$ cat src/sv/mtac_pkg.sv
// ----------------------------------------------------------------------------
// Motor throttle arming controller package
// Shared types, command codes, register indexes and the speed check.
// ----------------------------------------------------------------------------
`default_nettype none

package mtac_pkg;

    // Field widths.
    localparam int unsigned CMD_W   = 3;
    localparam int unsigned DELTA_W = 9;
    localparam int unsigned SPEED_W = 8;
    localparam int unsigned IDX_W   = 3;
    // Wide enough for current speed plus or minus any 9-bit value, signed.
    localparam int unsigned SUM_W   = 11;

    // Stream payload widths, rounded up to whole bytes.
    localparam int unsigned IN_DATA_W  = 24;
    localparam int unsigned OUT_DATA_W = 16;

    // Register reset values.
    localparam logic [SPEED_W-1:0] ARM_RST  = 8'd30;
    localparam logic [SPEED_W-1:0] MIN_RST  = 8'd40;
    localparam logic [SPEED_W-1:0] MAX_RST  = 8'd180;
    localparam logic [SPEED_W-1:0] STEP_RST = 8'd5;

    // Command codes.
    typedef enum logic [CMD_W-1:0] {
        CMD_STOP   = 3'd0,
        CMD_ARM    = 3'd1,
        CMD_DOWN   = 3'd2,
        CMD_UP     = 3'd3,
        CMD_ADJUST = 3'd4,
        CMD_SET    = 3'd5
    } t_cmd;

    // Configuration register indexes.
    localparam logic [IDX_W-1:0] REG_ARM  = 3'd0;
    localparam logic [IDX_W-1:0] REG_MIN  = 3'd1;
    localparam logic [IDX_W-1:0] REG_MAX  = 3'd2;
    localparam logic [IDX_W-1:0] REG_STEP = 3'd3;

    // Configuration register set.
    typedef struct packed {
        logic [SPEED_W-1:0] arm_speed;
        logic [SPEED_W-1:0] min_speed;
        logic [SPEED_W-1:0] max_speed;
        logic [SPEED_W-1:0] step_size;
    } t_cfg;

    // One decoded input item.
    typedef struct packed {
        logic [CMD_W-1:0]          cmd;
        logic signed [DELTA_W-1:0] delta;
        logic [SPEED_W-1:0]        target_speed;
    } t_item;

    // One result item.
    typedef struct packed {
        logic [SPEED_W-1:0] speed_out;
        logic               running_out;
        logic               accepted;
    } t_result;

    // Widen an unsigned speed to the signed sum width.
    function automatic logic signed [SUM_W-1:0] to_sum(input logic [SPEED_W-1:0] v);
        to_sum = $signed({{(SUM_W-SPEED_W){1'b0}}, v});
    endfunction

    // A requested speed is valid if it is zero, arms a stopped motor,
    // launches an armed motor, or lies in the running range.
    function automatic logic speed_ok(
        input logic signed [SUM_W-1:0] s,
        input logic [SPEED_W-1:0]      cur,
        input logic                    running,
        input t_cfg                    cfg
    );
        logic signed [SUM_W-1:0] launch;
        logic is_zero;
        logic arming;
        logic launching;
        logic in_range;
        launch    = to_sum(cfg.arm_speed) + to_sum(cfg.step_size);
        is_zero   = (s == '0);
        arming    = (cur == '0) && (s == to_sum(cfg.arm_speed));
        launching = (cur == cfg.arm_speed) && (s == launch) &&
                    (launch <= to_sum(8'd255));
        in_range  = running && (s >= to_sum(cfg.min_speed)) &&
                    (s <= to_sum(cfg.max_speed));
        speed_ok  = is_zero || arming || launching || in_range;
    endfunction

endpackage

`default_nettype wire

$ cat src/sv/motor_throttle_arming_controller.sv
// ----------------------------------------------------------------------------
// Motor throttle arming controller
// Guards one motor's throttle: keeps speed and running flag, and applies
// stop, arm, step, adjust and set commands under the arming rules.
// ----------------------------------------------------------------------------
// Path: an accepted item passes the input register, then the command
// logic into the result register.
// Throughput: one item per cycle unless the result stream stalls; the speed
// register is updated with the result register, so the next item sees it at once.
// Reset (synchronous, active low): speed 0, stopped, registers at defaults,
// both pipeline stages empty.
`default_nettype none

module motor_throttle_arming_controller
    import mtac_pkg::*;
(
    input  wire logic                  i_clk,
    input  wire logic                  i_rst_n,
    // Input item stream.
    input  wire logic                  i_s_axis_tvalid,
    output logic                       o_s_axis_tready,
    // [2:0] cmd, [11:3] delta, [19:12] target_speed, [23:20] zero
    input  wire logic [IN_DATA_W-1:0]  i_s_axis_tdata,
    // Result item stream.
    output logic                       o_m_axis_tvalid,
    input  wire logic                  i_m_axis_tready,
    // [7:0] speed_out, [8] running_out, [9] accepted, [15:10] zero
    output logic [OUT_DATA_W-1:0]      o_m_axis_tdata,
    // Configuration write port.
    input  wire logic                  i_cfg_we,
    input  wire logic [IDX_W-1:0]      i_cfg_addr,
    input  wire logic [SPEED_W-1:0]    i_cfg_data
);

    t_cfg               cfg;
    t_result            result;
    logic               advance;
    logic               in_fire;

    logic               r_in_valid;
    t_item              r_item;
    logic               r_out_valid;
    t_result            r_result;
    logic [SPEED_W-1:0] r_speed;
    logic               r_running;

    mtac_cfg u_cfg (
        .i_clk      (i_clk),
        .i_rst_n    (i_rst_n),
        .i_cfg_we   (i_cfg_we),
        .i_cfg_addr (i_cfg_addr),
        .i_cfg_data (i_cfg_data),
        .o_cfg      (cfg)
    );

    mtac_core u_core (
        .i_item    (r_item),
        .i_cfg     (cfg),
        .i_speed   (r_speed),
        .i_running (r_running),
        .o_result  (result)
    );

    // The pipeline moves whenever the result register is free or drained.
    assign advance         = !r_out_valid || i_m_axis_tready;
    assign o_s_axis_tready = !r_in_valid || advance;
    assign in_fire         = i_s_axis_tvalid && o_s_axis_tready;

    // Input register.
    always_ff @(posedge i_clk) begin
        if (!i_rst_n) begin
            r_in_valid <= 1'b0;
        end else if (o_s_axis_tready) begin
            r_in_valid <= i_s_axis_tvalid;
        end
    end

    always_ff @(posedge i_clk) begin
        if (in_fire) begin
            r_item.cmd          <= i_s_axis_tdata[2:0];
            r_item.delta        <= $signed(i_s_axis_tdata[11:3]);
            r_item.target_speed <= i_s_axis_tdata[19:12];
        end
    end

    // Motor state, updated as each item leaves the input register.
    always_ff @(posedge i_clk) begin
        if (!i_rst_n) begin
            r_speed   <= '0;
            r_running <= 1'b0;
        end else if (r_in_valid && advance) begin
            r_speed   <= result.speed_out;
            r_running <= result.running_out;
        end
    end

    // Result register.
    always_ff @(posedge i_clk) begin
        if (!i_rst_n) begin
            r_out_valid <= 1'b0;
        end else if (advance) begin
            r_out_valid <= r_in_valid;
        end
    end

    always_ff @(posedge i_clk) begin
        if (r_in_valid && advance) begin
            r_result <= result;
        end
    end

    assign o_m_axis_tvalid = r_out_valid;
    assign o_m_axis_tdata  = {6'd0, r_result.accepted, r_result.running_out,
                              r_result.speed_out};

endmodule

`default_nettype wire

$ cat src/sv/mtac_cfg.sv
// ----------------------------------------------------------------------------
// Motor throttle arming controller configuration registers
// Holds the arm, minimum, maximum and step values written over the
// plain write port. Writes to indexes beyond the list are dropped.
// ----------------------------------------------------------------------------
`default_nettype none

module mtac_cfg
    import mtac_pkg::*;
(
    input  wire logic               i_clk,
    input  wire logic               i_rst_n,
    input  wire logic               i_cfg_we,
    input  wire logic [IDX_W-1:0]   i_cfg_addr,
    input  wire logic [SPEED_W-1:0] i_cfg_data,
    output t_cfg                    o_cfg
);

    t_cfg r_cfg;
    t_cfg n_cfg;

    // Decode the register index.
    always_comb begin
        n_cfg = r_cfg;
        if (i_cfg_we) begin
            case (i_cfg_addr)
                REG_ARM:  n_cfg.arm_speed = i_cfg_data;
                REG_MIN:  n_cfg.min_speed = i_cfg_data;
                REG_MAX:  n_cfg.max_speed = i_cfg_data;
                REG_STEP: n_cfg.step_size = i_cfg_data;
                default:  n_cfg = r_cfg;
            endcase
        end
    end

    // Register file with reset values.
    always_ff @(posedge i_clk) begin
        if (!i_rst_n) begin
            r_cfg.arm_speed <= ARM_RST;
            r_cfg.min_speed <= MIN_RST;
            r_cfg.max_speed <= MAX_RST;
            r_cfg.step_size <= STEP_RST;
        end else begin
            r_cfg <= n_cfg;
        end
    end

    assign o_cfg = r_cfg;

endmodule

`default_nettype wire

$ cat src/sv/mtac_core.sv
// ----------------------------------------------------------------------------
// Motor throttle arming controller command logic
// Works out the next speed, running flag and accept bit for one command
// from the present state and the configuration.
// ----------------------------------------------------------------------------
`default_nettype none

module mtac_core
    import mtac_pkg::*;
(
    input  wire t_item              i_item,
    input  wire t_cfg               i_cfg,
    input  wire logic [SPEED_W-1:0] i_speed,
    input  wire logic               i_running,
    output t_result                 o_result
);

    logic signed [SUM_W-1:0] first_req;
    logic signed [SUM_W-1:0] clamp_req;
    logic                    has_clamp;
    logic                    run_eff;
    logic                    first_ok;
    logic                    clamp_ok;
    logic signed [SUM_W-1:0] cur_s;
    logic signed [SUM_W-1:0] delta_s;

    assign cur_s   = to_sum(i_speed);
    assign delta_s = SUM_W'(i_item.delta);

    // Pick the first request and the fallback clamp for the command.
    always_comb begin
        first_req = '0;
        clamp_req = '0;
        has_clamp = 1'b0;
        run_eff   = i_running;
        case (i_item.cmd)
            CMD_STOP: begin
                first_req = '0;
                run_eff   = 1'b0;
            end
            CMD_ARM: begin
                first_req = to_sum(i_cfg.arm_speed);
            end
            CMD_DOWN: begin
                first_req = cur_s - to_sum(i_cfg.step_size);
                clamp_req = to_sum(i_cfg.min_speed);
                has_clamp = 1'b1;
            end
            CMD_UP: begin
                // Stepping up from the arm speed launches at the minimum.
                if (i_speed == i_cfg.arm_speed) begin
                    first_req = to_sum(i_cfg.min_speed);
                    run_eff   = 1'b1;
                end else begin
                    first_req = cur_s + to_sum(i_cfg.step_size);
                end
                clamp_req = to_sum(i_cfg.max_speed);
                has_clamp = 1'b1;
            end
            CMD_ADJUST: begin
                first_req = cur_s + delta_s;
                clamp_req = (delta_s > 0) ? to_sum(i_cfg.max_speed)
                                          : to_sum(i_cfg.min_speed);
                has_clamp = 1'b1;
            end
            CMD_SET: begin
                first_req = to_sum(i_item.target_speed);
            end
            default: begin
                first_req = '0;
            end
        endcase
    end

    // Check both requests against the state seen by this command.
    assign first_ok = speed_ok(first_req, i_speed, run_eff, i_cfg) &&
                      (i_item.cmd <= CMD_SET);
    assign clamp_ok = has_clamp && speed_ok(clamp_req, i_speed, run_eff, i_cfg);

    // Select the new speed.
    always_comb begin
        o_result.running_out = run_eff;
        o_result.accepted    = first_ok;
        if (first_ok) begin
            o_result.speed_out = first_req[SPEED_W-1:0];
        end else if (clamp_ok) begin
            o_result.speed_out = clamp_req[SPEED_W-1:0];
        end else begin
            o_result.speed_out = i_speed;
        end
    end

endmodule

`default_nettype wire
$ cat config.mk
export PLATFORM = sky130hd
export DESIGN_NAME = motor_throttle_arming_controller
export DESIGN_NICKNAME = d
export VERILOG_FILES = /design/src/sv/mtac_pkg.sv /design/src/sv/motor_throttle_arming_controller.sv /design/src/sv/mtac_cfg.sv /design/src/sv/mtac_core.sv
export SDC_FILE = /design/constraint.sdc
export NUM_CORES = 1
export LEC_CHECK = 0
export ABC_AREA = 1
export CORE_MARGIN = 2
export CORE_UTILIZATION = 63
export CTS_BUF_LIST = sky130_fd_sc_hd__clkbuf_16
export CTS_CLUSTER_DIAMETER = 100
export DETAILED_ROUTE_END_ITERATION = 6
export DONT_BUFFER_PORTS = 1
export GPL_TIMING_DRIVEN = 0
export PLACE_DENSITY = 0.77
export SLEW_MARGIN = 40
export SYNTH_ARGS = -nofsm -noshare
export SYNTH_HDL_FRONTEND = slang
export SYNTH_HIERARCHICAL = 1
export SYNTH_SLANG_ARGS = --single-unit
$ cat constraint.sdc
create_clock -name i_clk -period 4.7 [get_ports i_clk]
set_input_delay 0.235 -clock i_clk [delete_from_list [all_inputs] [get_ports i_clk]]
set_output_delay 0.235 -clock i_clk [all_outputs]
set_load 0.02 [all_outputs]
==> impl_metrics.yaml, run 1 <==
outcome:
  outcome: "finished clean"
setup_path:
  slowest_delay_ns: 0.59
  crit_family: "simple AND/OR/NAND/NOR gates"
  critPathMostFrequentCell: "nand2_1"
  regToRegSetupSlack_ns: 0.40
  arrival_ns: 4.57
  crit_slowest_cell: "dfxtp_1"
  rr_endpoint: "r_speed[3]"
  cp-end-kind: "flop"
  cp-start-kind: "flop"
  critPathMaxFanout: 9
  required_ns: 4.98
  reg2regPathDepth: 28
  reg2reg_from: "r_speed[1]"
  crit_type: "reg2reg"
  worst-path-buf-inv: 4
logic_synthesis:
  synth_area_leader_cell: "nand2_1"
  netlist.area_leader.share_pct: 14.6
  yosys_warnings: 6
  synth_xor_area_share_pct: 2.54
  async_flop_share_pct: 0
  synthAdderAreaFrac_pct: 12.8
  synth_area_per_cell_um2: 6.84
  synth-simple-area-share_pct: 40.2
  synth_area_um2: 6900
  yosys_register_bits: 73
  synth_cell_type_count: 50
  synth_top_family_by_area: "simple AND/OR/NAND/NOR gates"
  synthTopCellsByArea: "nand2_1 (15%), edfxtp_1 (13%), dfxtp_1 (12%)"
  syn_inst: 1009
  synthMuxAreaShare_pct: 0
  yosysSeqAreaShare_pct: 25.5
  synth-compound-area-share_pct: 8.90
  synth-edff-count: 30
  synth_ff_type: "dfxtp_1"
cells_and_area:
  antennaDiodeCount: 0
  area_delta_synth_final_pct: 9.77
  fill_cells: 958
  fin_nets: 1153
  final_cell_mix: "nand2_1 (268), nand3_1 (136), inv_1 (116), nor2_1 (108), ha_1 (64)"
  drive_above_1_share_pct: 12.0
  layout.cells.non_filler: 1190
  seqCellArea_um2: 1760
  multiInputGateArea_um2: 4470
  final_common_cell: "nand2_1"
  final_area_um2: 7570
detailed_routing:
  viasPerCell: 5.76
  avgRoutedWirePerCell_um: 17.2
  ant_nets: 0
  via_count: 6851
  first_iter_violations: 720
  routed_wirelength_um: 20400
  drc: 0
  dr.pass1.iters: 5
clock_tree:
  cts_resized: 0
  clockRootBuffer: "clkbuf_16"
  cts_tree: "done"
  clockBufferDepth: 2
  clock-sinks: 73
  cts_made_buffers: 9
  clk-insertion-delay-late_ns: 0.34
  htreeDepth: 3
  clk_pin_slew_worst_paths_ns: 0.06
floorplan:
  pin_count: 58
  chipWidth_um: 109
  die_h_um: 109
  start_util_pct: 64.2
  core_area_um2: 10700
  placementRows: 38
  dieArea_um2: 11800
global_route:
  grt-busiest-layer: "met2"
  gr-total-overflow: 0
  gr-usage-met3_pct: 6.69
  grt_start_max_net_pins: 21
  grt_pass1_vias: 6221
  use_met2_pct: 56.1
  grtUsageMet1_pct: 48.6
  antenna_found_initial: 0
  grt_pass1_wl_um: 31900
  grt_usage_pct: 36.0
sta:
  rsz0062_at_grt: "no"
  tns_ns: 0
  max_freq_mhz: 233
  clock_skew_ns: 0.00637
  setup_viol: 0
  relSlewSlack_pct: 43.6
  drv_slew: 0
  min_period_ns: 4.30
  tightest_slew_ns: 0.840
  fin_crit_sh_pct: 91.4
  hold_viol: 0
place:
  globalplace.congestion: 1.03
  portBuffers: 0
  place_inst: 1154
  post_dp_cell_area_um2: 7090
  dp_hpwl_um: 15500
hold_path:
  worstHoldStart: "i_cfg_data[3]"
  holdPathStages: 2
  hold_class: "in2reg"
  worstHoldEndpoint: "u_cfg/o_cfg[19]"
power_and_ir_drop:
  vdd_drop_max_v: 0.000234
  p_leak_nw: 3.89
  pwr_density_cell_nw_per_um2: 262
flow_run:
  drv_cap: 0
cells in the mapped netlist (5+ instances only):
library cell and n:
a21oi_1 39, a21oi_2 9, a22oi_1 5, buf_2 7
buf_4 11, buf_6 5, dfxtp_1 43, edfxtp_1 30
ha_1 64, inv_1 116, inv_2 17, nand2_1 268
nand2_2 10, nand2_4 6, nand3_1 136, nand3_2 13
nand4_1 13, nor2_1 108, nor2_2 8, nor2_4 7
nor3_1 5, o21ai_0 14, o21ai_1 8, xnor2_1 6
xor2_1 14
logic make-up (layout without fill, tap and decap cells):
| logic type | after synthesis | count (layout) |
|---|---|---|
| DFF | 73 | 73 |
| xor gates and xnor gates | 20 | 20 |
| adders and majority gates | 68 | 68 |
| buffers and inverters | 161 | 197 |
| other | 1 | 6 |
| AOI/OAI and AO/OA | 96 | 96 |
| and+or+nand+nor | 590 | 590 |
flip-flops by register name, indices dropped and copies added (netlist names):
name / count
u_cfg/o_cfg: 32
r_item: 20
o_m_axis_tdata: 10
r_speed: 8
o_m_axis_tvalid: 1
r_in_valid: 1
r_running: 1
metal layers:
metal	vias up	wire length, µm
met5	-	0
met4	0	770
met3	56	1840
met2	330	9150
met1	3099	8650
li1	3366	-
metrics by stage:
| stage | power (mW) | hold slack (ns) | utilization (%) | setup slack [ns] |
|---|---|---|---|---|
| after floorplan | 1.18 | 0.334 | - | 1.27 |
| final | 1.98 | 0.0116 | 70.5 | 0.403 |
| after detailed placement | 1.31 | 0.334 | 66.0 | 0.557 |
| after CTS | 1.97 | 0.00499 | 70.5 | 0.522 |
| after global placement | 1.31 | 0.334 | 66.0 | 0.583 |
| after global routing | 2.09 | 0.00295 | 70.5 | 0.108 |
where the power goes:
part	internal, mW	switching (mW)	total (mW)
logic	0.210	0.379	0.589
clock network	0.362	0.283	0.645
registers	0.697	0.0505	0.748
worst max path at each step:
stage	start	end	slack, ns	depth (start not counted)
6_report	r_speed[1]	r_speed[3]	0.40	28
5_1_grt	r_speed[1]	r_speed[3]	0.11	28
4_1_cts	r_speed[1]	r_speed[3]	0.52	29
3_5_place_dp	r_speed[1]	r_speed[3]	0.56	28
3_3_place_gp	r_speed[0]	r_speed[3]	0.58	29
2_1_floorplan	r_speed[1]	o_m_axis_tdata[9]	1.27	25
what timing repair did:
action | 4_1_cts | 5_1_grt
hold endpoints to repair | 20 | 0
buffers inserted | 0 | 0
hold buffers | 20 | 0
layout make-up:
type                            count  area share (%)
Inverter                          134            6.64
Tap cell                          140            2.31
Timing Repair Buffer               20            2.64
Multi-Input combinational cell    780            59.0
Buffer                             27            2.49
Clock buffer                        9            2.97
Clock inverter                      7           0.677
Sequential cell                    73            23.3
No activity file was read; power rests on OpenSTA's default activity.
==> run 2: changes to the inputs <==
--- a/config.mk
+++ b/config.mk
@@ -6,14 +6,14 @@
 export NUM_CORES = 1
 export LEC_CHECK = 0
 export ABC_AREA = 1
+export BUFFER_PORTS_ARGS = -buffer_cell sky130_fd_sc_hd__buf_2
 export CORE_MARGIN = 2
-export CORE_UTILIZATION = 63
+export CORE_UTILIZATION = 62
 export CTS_BUF_LIST = sky130_fd_sc_hd__clkbuf_16
 export CTS_CLUSTER_DIAMETER = 100
 export DETAILED_ROUTE_END_ITERATION = 6
-export DONT_BUFFER_PORTS = 1
 export GPL_TIMING_DRIVEN = 0
-export PLACE_DENSITY = 0.77
+export PLACE_DENSITY = 0.8
 export SLEW_MARGIN = 40
 export SYNTH_ARGS = -nofsm -noshare
 export SYNTH_HDL_FRONTEND = slang
==> run 2 against run 1 <==
The run now ends with DRC left. Core utilization up 0.22 points. Critical path depth up 1. Non-clock buffer count up 27. Die area up 1.6%. Register-to-register slack better by 0.04 ns. Setup slack better by 0.044 ns. Power up 5.5%. Worst hold slack better by 0.053 ns. Final area up 1.2%. Maximum frequency up 1.0%. Clock skew up 0.0045 ns. Clock power up 14%. Critical path type unchanged. Largest power group unchanged.
==> impl_metrics.yaml, run 2 (synthesis results as in run 1) <==
outcome:
  outcome: "finished, violations left"
  violations: "DRC"
sta:
  rsz0062_at_grt: "no"
  drv_slew: 0
  fin_crit_sh_pct: 90.5
  relSlewSlack_pct: 51.9
  setup_viol: 0
  finalWorstSetupSlack_ns: 0.447
  tightest_slew_ns: 0.719
  tns_ns: 0
  whs_ns: 0.0647
  min_period_ns: 4.25
  max_freq_mhz: 235
  hold_viol: 0
  clock_skew_ns: 0.0108
detailed_routing:
  drc: 1
  routed_wirelength_um: 20800
  ant_nets: 0
  avgRoutedWirePerCell_um: 17.1
  first_iter_violations: 934
  via_count: 6992
  dr.pass1.iters: 7
  viasPerCell: 5.75
floorplan:
  start_util_pct: 63.7
  core_area_um2: 10800
  placementRows: 38
  die_h_um: 109
  dieArea_um2: 12000
  chipWidth_um: 109
  pin_count: 58
setup_path:
  critPathMostFrequentCell: "nand2_1"
  critPathMaxFanout: 9
  crit_slowest_cell: "dfxtp_2"
  arrival_ns: 4.53
  reg2regPathDepth: 29
  cp-end-kind: "flop"
  cp-start-kind: "flop"
  slowest_delay_ns: 0.44
  required_ns: 4.98
  cp-startpoint: "r_speed[0]"
  reg2reg_from: "r_speed[0]"
  crit_type: "reg2reg"
place:
  place_inst: 1201
  dp_hpwl_um: 16100
  dp_worst_setup_slack_ns: 0.418
  post_dp_cell_area_um2: 7330
  globalplace.congestion: 0.995
  portBuffers: 47
global_route:
  grt_start_max_net_pins: 21
  grt_pass1_vias: 6220
  gr-total-overflow: 0
  antenna_found_initial: 0
  grt_pass1_wl_um: 31800
  grt_usage_pct: 35.5
power_and_ir_drop:
  p_leak_nw: 4.02
  pwr_density_cell_nw_per_um2: 273
  vdd_drop_max_v: 0.000236
clock_tree:
  clk_pin_slew_worst_paths_ns: 0.06
  cts_tree: "done"
  post-cts-setup-buffers: 0
  htreeDepth: 3
  clockBufferDepth: 2
  clock-sinks: 73
  clk-insertion-delay-late_ns: 0.34
  clockRootBuffer: "clkbuf_16"
  cts_made_buffers: 9
cells_and_area:
  fill_cells: 973
  drive_above_1_share_pct: 16.4
  final_area_um2: 7670
  final_cell_mix: "nand2_1 (268), nand3_1 (136), inv_1 (117), nor2_1 (108), ha_1 (64)"
  fin_nets: 1180
  antennaDiodeCount: 0
  layout.cells.non_filler: 1217
  largest_reg_flops: 32
  final_common_cell: "nand2_1"
  area_delta_synth_final_pct: 11.1
hold_path:
  worstHoldStart: "i_s_axis_tdata[8]"
  hold_class: "in2reg"
  holdPathStages: 1
flow_run:
  drv_cap: 0
[run 2: layer usage]
layer | global-route usage (%) | vias to the layer above | part of all wire (%)
li1 | - | 3420 | -
met5 | 0 | - | 0
met2 | 55.6 | 370 | 45
met1 | 47.4 | 3144 | 42
met4 | 14.8 | 0 | 4.0
met3 | 7.71 | 58 | 9.9
[run 2: path summary, 6_finish.rpt]
| kind | endpoint | slack, ns |
|---|---|---|
| worst max-delay path | r_speed[5] | 0.45 |
| worst max register to register | r_speed[5] | 0.45 |
| worst min register to register | u_cfg/o_cfg[13] | 0.48 |
| worst min-delay path | r_item[13] | 0.06 |
[run 2: layout make-up]
type / count / area [µm²] / area share (%)
Buffer: 27 / 189 / 2.46
Sequential cell: 73 / 1770 / 23.0
Tap cell: 140 / 175 / 2.28
Inverter: 134 / 503 / 6.56
Multi-Input combinational cell: 780 / 4480 / 58.4
Clock inverter: 7 / 95.1 / 1.24
Timing Repair Buffer: 47 / 235 / 3.07
Clock buffer: 9 / 225 / 2.94
[run 2: through the flow]
step           utilization [%]  total power [mW]
2_1_floorplan                -              1.18
3_3_place_gp              67.6              1.33
3_5_place_dp              67.6              1.34
4_1_cts                   70.6              2.08
5_1_grt                   70.7              2.19
6_report                  70.7              2.09
[run 2: critical path: cells and delay by family (launching register included)]
| kind | cells | cell delay (ns) |
|---|---|---|
| adders and majority gates | 3 | 0.98 |
| AOI/OAI and AO/OA | 7 | 0.86 |
| and+or+nand+nor | 15 | 1.51 |
| buffers and inverters | 4 | 0.38 |
| DFF | 1 | 0.44 |
[run 2: where the power goes]
| part | internal [mW] | switching [mW] | total (mW) |
|---|---|---|---|
| sequential | 0.697 | 0.0438 | 0.741 |
| clock | 0.465 | 0.273 | 0.738 |
| combinational | 0.214 | 0.398 | 0.611 |
| total | 1.38 | 0.714 | 2.09 |
[run 2: what timing repair did]
action | in CTS | in global routing
endpoints found under the setup margin | 0 | 8
hold buffers | 0 | 0
resized for setup | 0 | 4
==> run 3: changes to the inputs <==
--- a/config.mk
+++ b/config.mk
@@ -14,6 +14,7 @@
 export DETAILED_ROUTE_END_ITERATION = 6
 export GPL_TIMING_DRIVEN = 0
 export PLACE_DENSITY = 0.8
+export RECOVER_POWER = 100
 export SLEW_MARGIN = 40
 export SYNTH_ARGS = -nofsm -noshare
 export SYNTH_HDL_FRONTEND = slang
==> run 3 against run 2 <==
The run still ends with DRC left. Flip-flop and latch count did not move. Cell count unchanged. Setup slack lost 0.017 ns. Via count is 0.84% higher. Clock power about the same. Sequential share of layout area is 0.16 points higher. Clock skew barely moved. Maximum frequency decreased by 0.40%. Non-clock buffer count stayed put. Critical path type unchanged. Critical endpoint unchanged. Largest cell class unchanged. Highest routed layer unchanged.
==> impl_metrics.yaml, run 3 (synthesis results as in run 1) <==
outcome:
  outcome: "finished, violations left"
  violations: "DRC"
sta:
  relSlewSlack_pct: 39.9
  hold_viol: 0
  min_period_ns: 4.27
  max_freq_mhz: 234
  setup_viol: 0
  tns_ns: 0
  clock_skew_ns: 0.0108
  fin_crit_sh_pct: 90.8
  rsz0062_at_grt: "no"
  tightest_slew_ns: 0.902
  drv_slew: 0
  finalWorstSetupSlack_ns: 0.430
  whs_ns: 0.0664
clock_tree:
  clk-insertion-delay-late_ns: 0.34
  cts_tree: "done"
  ctsHoldBuffers: 0
  clk_pin_slew_worst_paths_ns: 0.06
  clockBufferDepth: 2
  cts_made_buffers: 9
  htreeDepth: 3
  post-cts-setup-buffers: 0
  clockRootBuffer: "clkbuf_16"
  clock-sinks: 73
cells_and_area:
  final_core_util_pct: 70.2
  antennaDiodeCount: 0
  fin_nets: 1180
  final_area_um2: 7610
  layout.cells.non_filler: 1217
  largest_reg_flops: 32
  final_common_cell: "nand2_1"
  drive_above_1_share_pct: 14.3
  fill_cells: 998
  final_cell_mix: "nand2_1 (270), nand3_1 (136), inv_1 (117), nor2_1 (110), ha_1 (64)"
  area_delta_synth_final_pct: 10.3
hold_path:
  hold_class: "in2reg"
power_and_ir_drop:
  vdd_drop_max_v: 0.000236
  p_sw_mw: 0.714
  p_int_mw: 1.37
  p_leak_nw: 3.96
  swShare_pct: 34.2
  pwr_density_cell_nw_per_um2: 274
  p_comb_share_pct: 29.1
  clockPowerShare_pct: 35.4
  p_seq_share_pct: 35.5
  power_mw: 2.09
setup_path:
  required_ns: 4.98
  crit_slowest_cell: "dfxtp_2"
  regToRegSetupSlack_ns: 0.43
  cp-startpoint: "r_speed[0]"
  cp-start-kind: "flop"
  rr_endpoint: "r_speed[5]"
  crit_type: "reg2reg"
  reg2reg_from: "r_speed[0]"
  critPathMostFrequentCell: "nand2_1"
  critPathMaxFanout: 9
  cp-end-kind: "flop"
  slowest_delay_ns: 0.44
  cp-endpoint: "r_speed[5]"
  reg2regPathDepth: 29
  arrival_ns: 4.55
global_route:
  grt_start_max_net_pins: 21
  grtUsageMet1_pct: 47.4
  grt_pass1_wl_um: 31800
  use_met2_pct: 55.6
  gr-total-overflow: 0
  antenna_found_initial: 0
  gr-usage-met3_pct: 7.71
  grt-busiest-layer: "met2"
  grt_usage_pct: 35.5
  grt_pass1_vias: 6220
detailed_routing:
  via_count: 7051
  viasPerCell: 5.79
  avgRoutedWirePerCell_um: 17.1
  routed_wirelength_um: 20800
  dr.pass1.iters: 7
  drc: 16
  first_iter_violations: 789
  ant_nets: 0
floorplan:
  placementRows: 38
  die_h_um: 109
  core_area_um2: 10800
  dieArea_um2: 12000
  start_util_pct: 63.7
  pin_count: 58
  chipWidth_um: 109
place:
  globalplace.congestion: 0.995
  place_inst: 1201
  dp_worst_setup_slack_ns: 0.418
  portBuffers: 47
  dp_hpwl_um: 16100
  post_dp_cell_area_um2: 7330
flow_run:
  drv_cap: 0
[run 3: final cells by class]
type                       instances  area [µm²]  area share, %
sequential                        73        1770           23.2
tap                              140         175           2.30
clock buffer                       9         225           2.96
timing repair buffer              47         219           2.88
inverter                         134         503           6.61
clock inverter                     7        95.1           1.25
buffer                            27         175           2.30
multi-input combinational        780        4450           58.5
[run 3: what timing repair did]
item	4_1_cts	5_1_grt
setup endpoints to repair	0	8
resized for setup	0	4
hold endpoints to repair	0	0
[run 3: worst min-delay path by stage]
| stage | from | slack [ns] | cells past startpoint | to |
|---|---|---|---|---|
| floorplan | i_s_axis_tdata[12] | 0.33 | 0 | r_item[0] |
| global placement | i_s_axis_tdata[5] | 0.41 | 1 | r_item[10] |
| detailed placement | i_s_axis_tdata[14] | 0.41 | 1 | r_item[2] |
| CTS | i_s_axis_tdata[4] | 0.06 | 1 | r_item[9] |
| global route | i_s_axis_tdata[4] | 0.06 | 1 | r_item[9] |
| finish | i_s_axis_tdata[8] | 0.07 | 1 | r_item[13] |
[run 3: critical path, delay by kind of cell (launching register included)]
family / cells / cell delay [ns]
simple gates: 15 / 1.53
fa+ha+maj: 3 / 0.97
compound gates: 7 / 0.88
flops: 1 / 0.44
buf+inv: 4 / 0.37
[run 3: metal layers]
metal / wire length [µm] / vias to the layer above
li1: - / 3422
met1: 8540 / 3173
met2: 9350 / 396
met3: 2210 / 60
met4: 753 / 0
met5: 0 / -
[run 3: power groups by stage]
stage / clock (mW) / combinational [mW] / sequential [mW]
floorplan: 0 / 0.438 / 0.743
global placement: 0 / 0.581 / 0.751
detailed placement: 0 / 0.590 / 0.752
CTS: 0.740 / 0.596 / 0.739
global route: 0.768 / 0.673 / 0.744
finish: 0.739 / 0.606 / 0.740
